<file path="src/rtl/core/u1lgm_pkg.sv">
package u1lgm_pkg;

  // lattice geometry: side 4, four coordinates of two bits each
  localparam int COORD_BITS     = 2;
  localparam int SITE_BITS      = 4 * COORD_BITS;
  localparam int DIR_BITS       = 2;
  localparam int LINK_ADDR_BITS = SITE_BITS + DIR_BITS;
  localparam int LINK_DEPTH     = 1 << LINK_ADDR_BITS;
  localparam int ANGLE_BITS     = 16;
  localparam int BETA_BITS      = 16;
  localparam int REQ_BITS       = 3;
  localparam int REAL_BITS      = 32;
  localparam int IMAG_BITS      = 19;
  localparam int PHASE_BITS     = 19;
  localparam int ACC_BITS       = 27;
  localparam int TOT_BITS       = 12;
  localparam int TERMS          = 6;

  // request codes
  localparam logic [REQ_BITS-1:0] REQ_WRITE  = 3'd0;
  localparam logic [REQ_BITS-1:0] REQ_STAPLE = 3'd1;
  localparam logic [REQ_BITS-1:0] REQ_ACTION = 3'd2;
  localparam logic [REQ_BITS-1:0] REQ_PLAQ   = 3'd3;
  localparam logic [REQ_BITS-1:0] REQ_MONO   = 3'd4;

  localparam logic [BETA_BITS-1:0] BETA_RESET = 16'd256;

  // reciprocal of three, exact for values below 2^17
  localparam logic signed [16:0] RECIP3 = 17'sd43691;

  localparam logic signed [PHASE_BITS-1:0] HALF_TURN     = 19'sd32768;
  localparam logic signed [PHASE_BITS-1:0] ONE_HALF_TURN = 19'sd98304;

  // quarter-wave sine, Q1.15
  localparam logic [15:0] QSIN [17] = '{
    16'd0, 16'd3212, 16'd6393, 16'd9512, 16'd12539, 16'd15446, 16'd18204,
    16'd20787, 16'd23170, 16'd25329, 16'd27245, 16'd28898, 16'd30273,
    16'd31356, 16'd32137, 16'd32609, 16'd32767
  };

  typedef enum logic [3:0] {
    ST_CLEAR, ST_IDLE, ST_WRITE, ST_RUN, ST_DRAIN, ST_FIN1, ST_FIN2, ST_OUT
  } state_t;

  typedef enum logic [1:0] {SH_NONE, SH_FWD, SH_BWD} shift_t;

  // one plaquette-shaped term: shifted corner, plane, used reads, flux weight
  typedef struct packed {
    shift_t             sh;
    logic [DIR_BITS-1:0] sdir;
    logic [DIR_BITS-1:0] p;
    logic [DIR_BITS-1:0] q;
    logic [3:0]         mask;
    logic signed [1:0]  wt;
  } term_t;

  typedef struct packed {
    logic                      take;
    logic                      acc_clr;
    logic                      wr;
    logic                      wr_zero;
    logic                      rd;
    logic [LINK_ADDR_BITS-1:0] addr;
    logic                      use_rd;
    logic                      sub;
    logic                      first;
    logic                      last;
    logic signed [1:0]         wt;
    logic                      site_end;
    logic                      fin1;
    logic                      fin2;
    logic                      load_out;
    logic [REQ_BITS-1:0]       req;
  } dp_cmd_t;

  typedef struct packed {
    logic out_free;
  } dp_stat_t;

  // one periodic step along a direction
  function automatic logic [SITE_BITS-1:0] site_step(input logic [SITE_BITS-1:0] s,
                                                     input logic [DIR_BITS-1:0] d,
                                                     input logic back);
    logic [SITE_BITS-1:0]  r;
    logic [COORD_BITS-1:0] c;
    int                    lo;
    lo = (3 - int'(d)) * COORD_BITS;
    r = s;
    c = s[lo +: COORD_BITS];
    c = back ? c - 1'b1 : c + 1'b1;
    r[lo +: COORD_BITS] = c;
    return r;
  endfunction

  // term table for each request
  function automatic term_t term_of(input logic [REQ_BITS-1:0] rq,
                                    input logic [DIR_BITS-1:0] mu,
                                    input logic [2:0] t);
    logic [1:0] k;
    logic [DIR_BITS-1:0] nu;
    term_t r;
    k  = t[2:1];
    nu = (k < mu) ? k : 2'(k + 2'd1);
    r  = '{sh: SH_NONE, sdir: 2'd0, p: 2'd0, q: 2'd0, mask: 4'b1111, wt: 2'sd0};
    case (rq)
      REQ_STAPLE: begin
        if (!t[0]) begin
          r.p = nu; r.q = mu; r.mask = 4'b0111;
        end else begin
          r.sh = SH_BWD; r.sdir = nu; r.p = mu; r.q = nu; r.mask = 4'b1011;
        end
      end
      REQ_ACTION: begin
        r.p = mu; r.q = nu;
        if (t[0]) begin
          r.sh = SH_BWD; r.sdir = nu;
        end
      end
      REQ_PLAQ: begin
        case (t)
          3'd0: begin r.p = 2'd0; r.q = 2'd1; end
          3'd1: begin r.p = 2'd0; r.q = 2'd2; end
          3'd2: begin r.p = 2'd0; r.q = 2'd3; end
          3'd3: begin r.p = 2'd1; r.q = 2'd2; end
          3'd4: begin r.p = 2'd1; r.q = 2'd3; end
          default: begin r.p = 2'd2; r.q = 2'd3; end
        endcase
      end
      REQ_MONO: begin
        case (t)
          3'd0: begin r.sh = SH_FWD; r.sdir = 2'd3; r.p = 2'd1; r.q = 2'd2; r.wt = 2'sd1; end
          3'd1: begin r.p = 2'd1; r.q = 2'd2; r.wt = -2'sd1; end
          3'd2: begin r.sh = SH_FWD; r.sdir = 2'd2; r.p = 2'd1; r.q = 2'd3; r.wt = -2'sd1; end
          3'd3: begin r.p = 2'd1; r.q = 2'd3; r.wt = 2'sd1; end
          3'd4: begin r.sh = SH_FWD; r.sdir = 2'd1; r.p = 2'd2; r.q = 2'd3; r.wt = 2'sd1; end
          default: begin r.p = 2'd2; r.q = 2'd3; r.wt = -2'sd1; end
        endcase
      end
      default: ;
    endcase
    return r;
  endfunction

  // sine of a phase, table with linear interpolation, Q1.15
  function automatic logic signed [15:0] sin_q15(input logic [ANGLE_BITS-1:0] a);
    logic [1:0]  qd;
    logic [14:0] r;
    logic [4:0]  i;
    logic [15:0] f;
    logic [15:0] v;
    logic [11:0] dlt;
    logic [27:0] pr;
    qd = a[15:14];
    r  = {1'b0, a[13:0]};
    if (qd[0]) r = 15'd16384 - r;
    i  = r[14:10];
    f  = {r[9:0], 6'b0};
    v  = QSIN[i];
    if (i < 5'd16) begin
      dlt = 12'(QSIN[i + 5'd1] - QSIN[i]);
      pr  = dlt * f;
      v   = v + 16'(pr[27:16]);
    end
    return qd[1] ? $signed(16'(-v)) : $signed(v);
  endfunction

  // whole turns removed to bring a phase into the half-turn band
  function automatic logic signed [2:0] turn_count(input logic signed [PHASE_BITS-1:0] p);
    logic signed [2:0] m;
    if (p > ONE_HALF_TURN)       m = 3'sd2;
    else if (p > HALF_TURN)      m = 3'sd1;
    else if (p < -ONE_HALF_TURN) m = -3'sd2;
    else if (p < -HALF_TURN)     m = -3'sd1;
    else                         m = 3'sd0;
    return m;
  endfunction

endpackage

</file>
<file path="src/rtl/core/u1lgm_if.sv">
interface u1lgm_req_if;
  logic                                   valid;
  logic                                   ready;
  logic [u1lgm_pkg::REQ_BITS-1:0]         req_type;
  logic [u1lgm_pkg::SITE_BITS-1:0]        site;
  logic [u1lgm_pkg::DIR_BITS-1:0]         direction;
  logic [u1lgm_pkg::ANGLE_BITS-1:0]       angle;
  modport source (output valid, req_type, site, direction, angle, input ready);
  modport sink (input valid, req_type, site, direction, angle, output ready);
endinterface


</file>
<file path="src/rtl/core/u1lgm_ctrl.sv">
module u1lgm_ctrl (
  input  logic                clk,
  input  logic                rst,
  u1lgm_req_if.sink           req,
  input  u1lgm_pkg::dp_stat_t stat,
  output u1lgm_pkg::dp_cmd_t  cmd
);
  import u1lgm_pkg::*;

  state_t                    state, state_next;
  logic [LINK_ADDR_BITS-1:0] clr_cnt;
  logic [1:0]                k;
  logic [2:0]                t;
  logic [1:0]                dcnt;
  logic [SITE_BITS-1:0]      base;
  logic                      glob;
  logic [REQ_BITS-1:0]       req_q;
  logic [DIR_BITS-1:0]       mu_q;
  term_t                     term;
  logic [SITE_BITS-1:0]      ysite, rsite;
  logic [DIR_BITS-1:0]       rdir;
  logic                      term_end, run_end, accept;

  assign accept = req.valid && req.ready;

  // read address of the current term
  assign term = term_of(req_q, mu_q, t);

  always_comb begin
    unique case (term.sh)
      SH_FWD:  ysite = site_step(base, term.sdir, 1'b0);
      SH_BWD:  ysite = site_step(base, term.sdir, 1'b1);
      default: ysite = base;
    endcase
  end

  always_comb begin
    unique case (k)
      2'd1:    rsite = site_step(ysite, term.p, 1'b0);
      2'd2:    rsite = site_step(ysite, term.q, 1'b0);
      default: rsite = ysite;
    endcase
  end

  assign rdir     = k[0] ? term.q : term.p;
  assign term_end = (k == 2'd3) && (t == 3'(TERMS - 1));
  assign run_end  = term_end && (!glob || (base == '1));

  // next state
  always_comb begin
    state_next = state;
    unique case (state)
      ST_CLEAR: if (clr_cnt == '1) state_next = ST_IDLE;
      ST_IDLE: begin
        if (accept) begin
          if (req.req_type == REQ_WRITE) state_next = ST_WRITE;
          else if (req.req_type == REQ_STAPLE || req.req_type == REQ_ACTION ||
                   req.req_type == REQ_PLAQ || req.req_type == REQ_MONO)
            state_next = ST_RUN;
          else state_next = ST_FIN1;
        end
      end
      ST_WRITE: state_next = ST_FIN1;
      ST_RUN:   if (run_end) state_next = ST_DRAIN;
      ST_DRAIN: if (dcnt == 2'd2) state_next = ST_FIN1;
      ST_FIN1:  state_next = ST_FIN2;
      ST_FIN2:  state_next = ST_OUT;
      ST_OUT:   if (stat.out_free) state_next = ST_IDLE;
      default:  state_next = ST_IDLE;
    endcase
  end

  // commands to the datapath
  always_comb begin
    cmd       = '0;
    cmd.req   = req_q;
    cmd.addr  = {rsite, rdir};
    req.ready = (state == ST_IDLE);
    unique case (state)
      ST_CLEAR: begin
        cmd.wr = 1'b1; cmd.wr_zero = 1'b1; cmd.addr = clr_cnt;
      end
      ST_IDLE: begin
        cmd.take = accept; cmd.acc_clr = accept;
      end
      ST_WRITE: begin
        cmd.wr = 1'b1; cmd.addr = {base, mu_q};
      end
      ST_RUN: begin
        cmd.rd       = 1'b1;
        cmd.use_rd   = term.mask[k];
        cmd.sub      = k[1];
        cmd.first    = (k == 2'd0);
        cmd.last     = (k == 2'd3);
        cmd.wt       = term.wt;
        cmd.site_end = term_end;
      end
      ST_FIN1: cmd.fin1 = 1'b1;
      ST_FIN2: cmd.fin2 = 1'b1;
      ST_OUT:  cmd.load_out = stat.out_free;
      default: ;
    endcase
  end

  // state and counters
  always_ff @(posedge clk) begin
    if (rst) begin
      state   <= ST_CLEAR;
      clr_cnt <= '0;
      k       <= '0;
      t       <= '0;
      dcnt    <= '0;
      base    <= '0;
      glob    <= 1'b0;
      req_q   <= REQ_WRITE;
      mu_q    <= '0;
    end else begin
      state <= state_next;
      unique case (state)
        ST_CLEAR: clr_cnt <= clr_cnt + 1'b1;
        ST_IDLE: begin
          if (accept) begin
            req_q <= req.req_type;
            mu_q  <= req.direction;
            glob  <= (req.req_type == REQ_PLAQ) || (req.req_type == REQ_MONO);
            base  <= ((req.req_type == REQ_PLAQ) || (req.req_type == REQ_MONO)) ?
                     '0 : req.site;
            k     <= '0;
            t     <= '0;
            dcnt  <= '0;
          end
        end
        ST_RUN: begin
          k <= k + 1'b1;
          if (k == 2'd3) begin
            if (t == 3'(TERMS - 1)) begin
              t    <= '0;
              base <= base + 1'b1;
            end else begin
              t <= t + 1'b1;
            end
          end
        end
        ST_DRAIN: dcnt <= dcnt + 1'b1;
        default: ;
      endcase
    end
  end

endmodule

</file>
<file path="src/flat_wrapper.sv">
// flat-port wrapper written by rule: the top's interface ports become plain ports
module u1lgm_ctrl_flat import u1lgm_pkg::*;
  (clk, rst, stat, cmd, req_valid, req_req_type, req_site, req_direction, req_angle, req_ready);
  u1lgm_req_if req_i ();
  input  logic clk;
  input  logic rst;
  input  u1lgm_pkg::dp_stat_t stat;
  output u1lgm_pkg::dp_cmd_t cmd;
  input wire logic [$bits(req_i.valid)-1:0] req_valid;
  input wire logic [$bits(req_i.req_type)-1:0] req_req_type;
  input wire logic [$bits(req_i.site)-1:0] req_site;
  input wire logic [$bits(req_i.direction)-1:0] req_direction;
  input wire logic [$bits(req_i.angle)-1:0] req_angle;
  output wire logic [$bits(req_i.ready)-1:0] req_ready;
  assign req_i.valid = req_valid;
  assign req_i.req_type = req_req_type;
  assign req_i.site = req_site;
  assign req_i.direction = req_direction;
  assign req_i.angle = req_angle;
  assign req_ready = req_i.ready;
  u1lgm_ctrl u_core (.clk(clk), .rst(rst), .req(req_i), .stat(stat), .cmd(cmd));
endmodule
</file>
<file path="config.mk">
export PLATFORM = sky130hd
export DESIGN_NAME = u1lgm_ctrl_flat
export DESIGN_NICKNAME = d
export VERILOG_FILES = /design/src/rtl/core/u1lgm_pkg.sv /design/src/rtl/core/u1lgm_if.sv /design/src/rtl/core/u1lgm_ctrl.sv /design/src/flat_wrapper.sv
export SDC_FILE = /design/constraint.sdc
export NUM_CORES = 1
export LEC_CHECK = 0
export ABC_AREA = 0
export BUFFER_PORTS_ARGS = -buffer_cell sky130_fd_sc_hd__buf_2
export CORE_MARGIN = 1
export CORE_UTILIZATION = 55
export DETAILED_ROUTE_END_ITERATION = 10
export PLACE_DENSITY_LB_ADDON = 0.2
export SLEW_MARGIN = 10
export SYNTH_ARGS = -nofsm -noshare
export SYNTH_HDL_FRONTEND = slang
export SYNTH_SLANG_ARGS = --single-unit
</file>
<file path="constraint.sdc">
create_clock -name clk -period 4.6 [get_ports clk]
set_input_delay 0.46 -clock clk [delete_from_list [all_inputs] [get_ports clk]]
set_output_delay 0.46 -clock clk [all_outputs]
set_load 0.01 [all_outputs]
</file>
==> metrics.md, run 1 <==
| Metric | Value |
|---|---|
| CP max FO | 5 |
| Worst Hold Class | in2reg |
| Layout cells sized above 1 | 0.189 |
| Hold violation count in the final report | 0 |
| Average wire per standard cell | 16.9 microns |
| Final Net Count | 624 |
| Grt ovf | 0 |
| Worst slew pin tran | 0.893 ns |
| Area leader, netlist | dfxtp_1 |
| Final ANT Viol Nets | 0 |
| H-tree depth | 2 |
| Switching Share | 0.210 |
| Root buffer cell | clkbuf_8 |
| Post-DP HPWL | 8190 microns |
| Fin crit share | 0.974 |
| FFs w/ async S/R, synth | 0 |
| Yosys warns | 0 |
| NetSw | 0.000125 W |
| Tot GR Track Use | 0.313 |
| Maximum clock rate | 223 MHz |
| Non-filler cells, final | 643 |
| # setup viols final | 0 |
| Fin crit period | 4.48 ns |
| Startpoint types | flip-flop |
| Syn Std Cell Area | 3700 sq um |
| Placed Instances | 632 |
| Hold WS | 0.406 ns |
| Int Power | 0.000471 W |
| Max Buffers Root-to-Sink | 2 |
| Clk pwr share | 0.448 |
| R2R depth | 7 |
| Vias in the first global route | 3805 |
| # port buffers | 45 |
| Main synth FF type | dfxtp_1 |
| Layout Area Growth over Synthesis | 13.3% |
| Power, Total | 0.000597 W |
| Total CTS buffers | 5 |
| Global placer's final weighted congestion | 1.01 |
| Synth top area cells | dfxtp_1, ha_1, nor2_1 |
| Via Count | 4061 |
| Syn Nets | 586 |
| Largest net degree at the start of global routing | 35 |
| # IOs | 62 |
| Max transition margin | 0.404 |
| Maximum vdd drop | 0.202 mV |
| Flops & latches, synth | 34 |
| Yosys top cell area share | 0.184 |
| Die ar. | 7060 sq um |
| Die height | 84.0 microns |
| Initial antenna violation count | 0 |
| Starting DRC count in detailed routing | 437 |
| CTS tree | yes |
| EDFF count, synth | 0 |
| Avg Synthesized Cell Area | 7.02 sq um |
| Routed vias/inst | 6.32 |
| Core area | 6420 sq um |
| Commonest cells post-synth | nor2_1, nand2_1, a21oi_1 |
| Top-count cell post-synth | nor2_1 |
| Worst-Skew Late Latency | 0.28 ns |
| Total of max-cap violations | 0 |
| Pre-CTS setup slack | 0.178 ns |
| Final Max Slew Viols | 0 |
| Crit path DAT | 4.02 ns |
| First-pass GRT wire length | 17900 microns |
| Outcome | finished clean |
| TNS Setup | 0 ns |
| Worst setup EP type | output pin |
| Logic pwr share | 0.051 |
| Clk slew on worst S/H paths | 0.07 ns |
| Register area share after synthesis | 0.184 |
| Synth unique cells | 68 |
| Critical path type | reg2out |
| WL final | 10800 microns |
| Critical Path RT | 4.14 ns |
| Num rows | 29 |
| Drt drc | 0 |
| Hold Crit Depth | 3 |
| Clk sink count | 34 |
| Drt first pass iters | 6 |
| Hold Buf Count CTS | 0 |
| Initial standard-cell utilization of the core | 0.576 |
| ANT cells | 0 |
| Sequential share of power | 0.501 |
| Pwr/cell area | 142 nW/um^2 |
| Die width | 84.0 microns |
| Leakage | 1.66 nW |
| Gate Count Post-Synth | 527 |
| Clk_skew | 0.00386 ns |
| Setup WS post-layout | 0.122 ns |
[metrics by stage]
stage / area [sq um] / utilization
after CTS: 4090 / 0.636
after global routing: 4190 / 0.653
after detailed placement: 3980 / 0.619
final: 4190 / 0.653
after global placement: 3980 / 0.619
after floorplan: 3700 / -
[cell type report]
type / instances / area, sq um
multi-input combinational: 431 / 2830
fill: 572 / 2230
sequential: 34 / 684
timing repair buffer: 64 / 368
inverter: 29 / 109
tap: 77 / 96.3
clock buffer: 7 / 76.3
clock inverter: 1 / 30.0
[power by group through the flow]
stage | Combinational [W] | Clock, W | Sequential [W]
after CTS | 0.0000305 | 0.000272 | 0.000300
after floorplan | 0.0000178 | 0 | 0.000305
after detailed placement | 0.0000302 | 0 | 0.000306
after global placement | 0.0000297 | 0 | 0.000306
after global routing | 0.0000341 | 0.000280 | 0.000299
final | 0.0000305 | 0.000267 | 0.000299
[per-layer routing]
metal / up-vias / routed length (microns) / track usage
li1: 1988 / - / -
met1: 1856 / 4610 / 0.407
met2: 179 / 5130 / 0.533
met3: 38 / 729 / 0.0237
met4: 0 / 379 / 0.130
met5: - / 0 / 0
[final timing paths]
check	from	to	slack, ns
hold reg to reg	u_core.dcnt[1]$_SDFFE_PP0P_	u_core.dcnt[1]$_SDFFE_PP0P_	0.50
setup reg to reg	u_core.state[1]$_SDFFE_PP0P_	u_core.base[2]$_SDFFE_PP0P_	1.71
hold / removal	req_direction[1]	u_core.mu_q[1]$_SDFFE_PP0P_	0.41
setup / recovery	u_core.mu_q[1]$_SDFFE_PP0P_	cmd[20]	0.12
[registers in the layout, indices dropped and copies added (netlist names)]
signal	count
u_core.k	2
u_core.base	8
u_core.mu_q	2
u_core.state	3
u_core.t	3
u_core.clr_cnt	10
u_core.req_q	3
u_core.dcnt	2
u_core.glob	1
[kinds of logic after synthesis]
family          Yosys count  share of synthesized area
flops                    34                      0.184
buf+inv                  62                     0.0734
fa+ha+maj                26                     0.0880
xor+xnor                 16                     0.0379
compound gates          152                      0.278
simple gates            217                      0.280
mux                      20                     0.0589
[repair_timing]
| action | CTS | global route |
|---|---|---|
| endpoints found under the setup margin | 7 | 8 |
| buffers inserted | 0 | 3 |
| pin swaps | 0 | 4 |
| resized for setup | 1 | 15 |
[worst max-delay path, cell delays in order, from the launching register on]
cell and delay, ns:
dfxtp_4 0.38, inv_1 0.05, ha_1 0.34, nor2b_1 0.18, o2111a_2 0.31, nor2_2 0.13, inv_1 0.08, ha_1 0.31
nor2b_2 0.16, o211ai_1 0.17, or4_1 0.61, nand3_1 0.16, o22ai_1 0.12, xor2_1 0.22, a32oi_1 0.15, a21oi_1 0.20
buf_2 0.16
[cells in the final DEF (no fill, tap or decap), types with 4 or more instances in the layout]
| cell type | netlist | routed |
|---|---|---|
| o21ai_0 | 27 | 27 |
| a211oi_1 | 4 | 4 |
| dfxtp_1 | 34 | 33 |
| mux2_2 | 7 | 7 |
| nand2b_1 | 10 | 10 |
| nand2_1 | 54 | 54 |
| nand3_1 | 24 | 24 |
| nor2_1 | 63 | 63 |
| nor3_1 | 16 | 15 |
| o2111ai_1 | 4 | 4 |
| nand4_1 | 8 | 8 |
| buf_4 | 4 | 19 |
| nor3b_1 | 4 | 4 |
| mux2i_1 | 11 | 9 |
| inv_1 | 27 | 27 |
| o22ai_1 | 9 | 9 |
| o21bai_1 | 4 | 4 |
| clkbuf_8 | 0 | 5 |
| buf_2 | 1 | 45 |
| nor2b_1 | 5 | 4 |
| a21oi_1 | 43 | 43 |
| and3_1 | 7 | 7 |
| a311oi_1 | 5 | 5 |
| xnor2_1 | 6 | 5 |
| xor2_1 | 10 | 9 |
| a22oi_1 | 9 | 7 |
| ha_1 | 26 | 26 |
| or2_2 | 6 | 6 |
| or3_1 | 4 | 4 |
| a31oi_1 | 9 | 9 |
| o211ai_1 | 6 | 6 |
(Power assumes the default switching activity.)
==> inputs of run 2 (changes only) <==
--- a/config.mk
+++ b/config.mk
@@ -5,7 +5,7 @@
 export SDC_FILE = /design/constraint.sdc
 export NUM_CORES = 1
 export LEC_CHECK = 0
-export ABC_AREA = 0
+export ABC_AREA = 1
 export BUFFER_PORTS_ARGS = -buffer_cell sky130_fd_sc_hd__buf_2
 export CORE_MARGIN = 1
 export CORE_UTILIZATION = 55
==> metrics.md, run 2 <==
| Metric | Value |
|---|---|
| Crit path DAT | 3.77 ns |
| Total CTS buffers | 5 |
| Outcome | finished clean |
| Area leader, netlist | dfxtp_1 |
| Largest regs | u_core.clr_cnt (10), u_core.base (8) |
| Global placer's final weighted congestion | 0.951 |
| Initial antenna violation count | 0 |
| CTS tree | yes |
| Synth unique cells | 41 |
| Avg Synthesized Cell Area | 5.82 sq um |
| Startpoint types | flip-flop |
| Max transition margin | 0.525 |
| Final Net Count | 743 |
| ANT cells | 0 |
| Post-DP HPWL | 8340 microns |
| Syn Std Cell Area | 3770 sq um |
| Met2 usage | 0.546 |
| H-tree depth | 2 |
| FF/Latch Area | 682 sq um |
| Grt ovf | 0 |
| Die height | 84.8 microns |
| Biggest register | u_core.clr_cnt |
| Multi-input gate area | 2610 sq um |
| Fin crit share | 0.920 |
| Routed vias/inst | 5.79 |
| Leakage | 1.83 nW |
| RSZ-0062 raised after global routing | no |
| Commonest non-fill, non-tap cell in the layout | nand2_1 |
| Maximum vdd drop | 0.171 mV |
| Clk sink count | 34 |
| Fin util | 0.631 |
| Die ar. | 7190 sq um |
| Drt first pass iters | 6 |
| Syn Nets | 706 |
| Synth top area cells | dfxtp_1, nand2_1, inv_1 |
| Top-count cell post-synth | nand2_1 |
| Clk slew on worst S/H paths | 0.07 ns |
| Core area | 6490 sq um |
| Gate Count Post-Synth | 647 |
| Clk_skew | 0.00377 ns |
| Hold Buf Count CTS | 0 |
| Flops & latches, synth | 34 |
| Worst slew pin tran | 0.710 ns |
| Drt drc | 0 |
| WL final | 10900 microns |
| Initial standard-cell utilization of the core | 0.580 |
| Hold violation count in the final report | 0 |
| Total of max-cap violations | 0 |
| FFs w/ async S/R, synth | 0 |
| EDFF count, synth | 0 |
| Critical path type | reg2out |
| Fillers | 652 |
| Worst-Skew Late Latency | 0.28 ns |
| Most frequent cells in the layout | nand2_1, inv_1, nand3_1 |
| Layer with the highest usage | met2 |
| Fin crit period | 4.23 ns |
| Hold Crit Depth | 3 |
| Maximum clock rate | 236 MHz |
| CP max FO | 7 |
| Yosys top cell area share | 0.181 |
| Routing usage on met3 | 0.0442 |
| Layout cells sized above 1 | 0.135 |
| Largest register FFs | 10 |
| Vias in the first global route | 4150 |
| Main synth FF type | dfxtp_1 |
| Largest net degree at the start of global routing | 27 |
| Final Max Slew Viols | 0 |
| Root buffer cell | clkbuf_8 |
| R2R depth | 12 |
| Commonest cells post-synth | nand2_1, inv_1, nand3_1 |
| # setup viols final | 0 |
| First-pass GRT wire length | 18500 microns |
| TNS Setup | 0 ns |
| Pwr/cell area | 133 nW/um^2 |
| Via Count | 4406 |
| Average wire per standard cell | 14.3 microns |
| Num rows | 29 |
| Layout Area Growth over Synthesis | 8.76% |
| Tot GR Track Use | 0.315 |
| Final ANT Viol Nets | 0 |
| Worst Hold Class | in2reg |
| # port buffers | 45 |
| # IOs | 62 |
| Worst setup EP type | output pin |
| Critical Path RT | 4.14 ns |
| Die width | 84.8 microns |
| Starting DRC count in detailed routing | 230 |
| Yosys warns | 0 |
| M1 GR Usage | 0.388 |
| Max Buffers Root-to-Sink | 2 |
| Register area share after synthesis | 0.181 |
## run 2: worst paths after layout
check,startpoint,to,slack (ns)
worst min register to register,u_core.dcnt[1]$_SDFFE_PP0P_,u_core.dcnt[1]$_SDFFE_PP0P_,0.48
worst max-delay path,u_core.mu_q[1]$_SDFFE_PP0P_,cmd[17],0.37
worst max register to register,u_core.state[0]$_SDFFE_PP0P_,u_core.base[7]$_SDFFE_PP0P_,1.85
worst min-delay path,req_direction[0],u_core.mu_q[0]$_SDFFE_PP0P_,0.44
## run 2: final cells by class
cell class              instances  share of cell area
multi-input cells             492               0.637
flip-flops and latches         34               0.166
inverters                     103              0.0943
repair buffers                 48              0.0604
well taps                      77              0.0235
clock buffers                   7              0.0186
## run 2: metal layers
layer / routed length, microns / share of wire
met5: 0 / 0
met4: 309 / 0.028
met3: 740 / 0.068
met2: 5100 / 0.47
met1: 4720 / 0.43
## run 2: cells by family (layout without fill, tap and decap cells)
| group | Yosys count | after routing | synth area share |
|---|---|---|---|
| simple gates | 334 | 334 | 0.394 |
| fa+ha+maj | 26 | 26 | 0.0863 |
| buf+inv | 121 | 158 | 0.127 |
| flops | 34 | 34 | 0.181 |
| compound gates | 132 | 132 | 0.212 |
## run 2: critical path, cell delays in order (launching register included)
cell	delay, ns
dfxtp_1	0.35
inv_1	0.10
ha_1	0.31
nand2_2	0.09
nand2_1	0.06
o21ai_1	0.08
nand2_1	0.16
o21bai_4	0.24
ha_1	0.31
inv_1	0.17
nor2_2	0.08
nand3_1	0.08
nand2_1	0.05
o211ai_1	0.10
nand2_2	0.16
o211ai_1	0.19
nand2_1	0.11
nor2_2	0.11
nand2_1	0.07
o21ai_0	0.23
a21oi_1	0.11
nand2_1	0.08
nand2_1	0.05
nand3_1	0.06
buf_2	0.13
## run 2: through the flow
| stage | instance area, sq um | worst slack [ns] | instances | total power (W) | hold WS [ns] |
|---|---|---|---|---|---|
| after floorplan | 3770 | 1.24 | 647 | 0.000323 | 0.443 |
| after global placement | 4020 | 0.714 | 754 | 0.000337 | 0.453 |
| after detailed placement | 4020 | 0.620 | 754 | 0.000338 | 0.472 |
| after CTS | 4100 | 0.281 | 761 | 0.000544 | 0.441 |
| after global routing | 4100 | 0.0190 | 761 | 0.000558 | 0.449 |
| final | 4100 | 0.368 | 761 | 0.000544 | 0.442 |
## run 2: what timing repair did
item | CTS | global route
setup endpoints to repair | 0 | 8
hold endpoints to repair | 0 | 0
setup buffers | 0 | 0
resized for setup | 0 | 2
## run 2: where the power goes
group	switching [W]	total, W	internal, W
combinational	0.0000209	0.0000332	0.0000123
sequential	0.00000236	0.000299	0.000296
clock	0.000108	0.000213	0.000104
total	0.000131	0.000544	0.000413
==> inputs of run 3 (changes only) <==
--- a/config.mk
+++ b/config.mk
@@ -7,11 +7,13 @@
 export LEC_CHECK = 0
 export ABC_AREA = 1
 export BUFFER_PORTS_ARGS = -buffer_cell sky130_fd_sc_hd__buf_2
+export CORE_ASPECT_RATIO = 1.4
 export CORE_MARGIN = 1
 export CORE_UTILIZATION = 55
 export DETAILED_ROUTE_END_ITERATION = 10
-export PLACE_DENSITY_LB_ADDON = 0.2
+export PLACE_DENSITY = 0.78
 export SLEW_MARGIN = 10
 export SYNTH_ARGS = -nofsm -noshare
 export SYNTH_HDL_FRONTEND = slang
 export SYNTH_SLANG_ARGS = --single-unit
+export TNS_END_PERCENT = 1
==> metrics.md, run 3 (synthesized netlist as in run 2, its figures left out) <==
| Metric | Value |
|---|---|
| Reg2reg start | u_core.state[0]$_SDFFE_PP0P_ |
| Outcome | finished clean |
| Drt drc | 0 |
| Clk sink count | 34 |
| Largest net degree at the start of global routing | 27 |
| Hold endpoint | u_core.mu_q[1]$_SDFFE_PP0P_ |
| Final Net Count | 745 |
| Drt first pass iters | 5 |
| Largest register FFs | 10 |
| Hold Buf Count CTS | 0 |
| Max transition margin | 0.490 |
| Max Buffers Root-to-Sink | 2 |
| Maximum clock rate | 235 MHz |
| Average wire per standard cell | 14.1 microns |
| CTS tree | yes |
| Initial standard-cell utilization of the core | 0.570 |
| Root buffer cell | clkbuf_8 |
| Grt ovf | 0 |
| Setup bufs post-CTS | 0 |
| Initial antenna violation count | 0 |
| Worst-Skew Late Latency | 0.29 ns |
| Reg2Reg Setup Slack | 1.86 ns |
| Total of max-cap violations | 0 |
| Num rows | 35 |
| Hold violation count in the final report | 0 |
| Worst setup EP type | output pin |
| Pwr/cell area | 142 nW/um^2 |
| RSZ-0062 raised after global routing | no |
| Die height | 99.9 microns |
| Crit path DAT | 3.79 ns |
| Die ar. | 7190 sq um |
| Total CTS buffers | 5 |
| Final ANT Viol Nets | 0 |
| Vias in the first global route | 4153 |
| Routed vias/inst | 5.65 |
| Worst slew pin tran | 0.762 ns |
| Startpoint types | flip-flop |
| FF/Latch Area | 682 sq um |
| Multi-input gate area | 2610 sq um |
| WL final | 11000 microns |
| Die width | 72.0 microns |
| Layout cells sized above 1 | 0.140 |
| Fin crit period | 4.25 ns |
| Clk slew on worst S/H paths | 0.07 ns |
| Crit path from | u_core.mu_q[1]$_SDFFE_PP0P_ |
| Core area | 6610 sq um |
| Clk_skew | 0.00709 ns |
| Biggest register | u_core.clr_cnt |
| Critical Path RT | 4.14 ns |
| Tot GR Track Use | 0.322 |
| ANT cells | 0 |
| Layout Area Growth over Synthesis | 10.5% |
| Critical path type | reg2out |
| CP max FO | 7 |
| Final Max Slew Viols | 0 |
| R2R depth | 12 |
| # IOs | 62 |
| Maximum vdd drop | 0.204 mV |
| Largest regs | u_core.clr_cnt (10), u_core.base (8) |
| Hold_sp | req_direction[1] |
| RR Endpoint | u_core.base[7]$_SDFFE_PP0P_ |
| Post-DP HPWL | 8640 microns |
| Via Count | 4398 |
| First-pass GRT wire length | 18500 microns |
| Starting DRC count in detailed routing | 347 |
| Fillers | 649 |
| Pre-CTS setup slack | 0.651 ns |
| H-tree depth | 2 |
| Commonest non-fill, non-tap cell in the layout | nand2_1 |
| CTS resizes | 0 |
| # setup viols final | 0 |
| Setup WS post-layout | 0.349 ns |
| Worst Hold Class | in2reg |
| Most frequent cells in the layout | nand2_1, inv_1, nand3_1 |
| Hold Crit Depth | 3 |
| TNS Setup | 0 ns |
| # port buffers | 45 |
| Fin crit share | 0.924 |
| Leakage | 1.86 nW |
| Global placer's final weighted congestion | 0.950 |
## run 3: cell types whose count changed in the layout (fill, tap and decap cells not counted), sizes merged
cell	previous run	this run
buf	48	50
clkbuf	7	8
## run 3: worst max path at each step
| stage | to | cells after the start |
|---|---|---|
| 4_1_cts | cmd[16] | 25 |
| 3_3_place_gp | cmd[16] | 25 |
| 6_report | cmd[20] | 26 |
| 3_5_place_dp | cmd[16] | 25 |
| 5_1_grt | cmd[17] | 25 |
| 2_1_floorplan | cmd[20] | 25 |
## run 3: worst max-delay path, cell delays in order, from the launching register on
cell,delay (ns)
dfxtp_1,0.36
inv_1,0.10
ha_1,0.31
nand2_2,0.09
nand2_1,0.06
o21ai_1,0.07
nand2_1,0.14
o21bai_4,0.23
ha_1,0.33
inv_1,0.18
nand3_1,0.12
o21ai_1,0.14
o211ai_1,0.09
nand2_1,0.23
a21oi_1,0.12
o21ai_2,0.07
nand2_2,0.08
inv_2,0.06
nand2_1,0.06
nand2_2,0.09
nand3_1,0.07
o21ai_1,0.08
nand2_1,0.09
nand3_1,0.08
nand2_1,0.06
nand2_1,0.05
buf_2,0.12
## run 3: routing by layer
metal / share of wire / vias up / track usage
li1: - / 2229 / -
met1: 0.41 / 1985 / 0.355
met2: 0.51 / 151 / 0.593
met3: 0.043 / 33 / 0.0422
met4: 0.038 / 0 / 0.164
met5: 0 / - / 0
## run 3: stage by stage
step	power, W	hold WS [ns]	util	cell area, sq um	std cells
final	0.000592	0.459	0.630	4160	779
after global routing	0.000612	0.475	0.630	4160	779
after CTS	0.000594	0.452	0.630	4160	779
after detailed placement	0.000338	0.470	0.613	4050	771
after global placement	0.000337	0.451	0.613	4050	771
after floorplan	0.000323	0.443	-	3770	647
## run 3: cell type report
type / count / area share
repair buffers: 50 / 0.0631
multi-input cells: 492 / 0.626
well taps: 92 / 0.0276
flip-flops and latches: 34 / 0.164
clock buffers: 8 / 0.0264
inverters: 103 / 0.0928
## run 3: power breakdown
part	total, W	internal, W	switching, W
Combinational	0.0000323	0.0000123	0.0000200
Clock	0.000261	0.000151	0.000110
Sequential	0.000299	0.000296	0.00000252
Total	0.000592	0.000460	0.000132
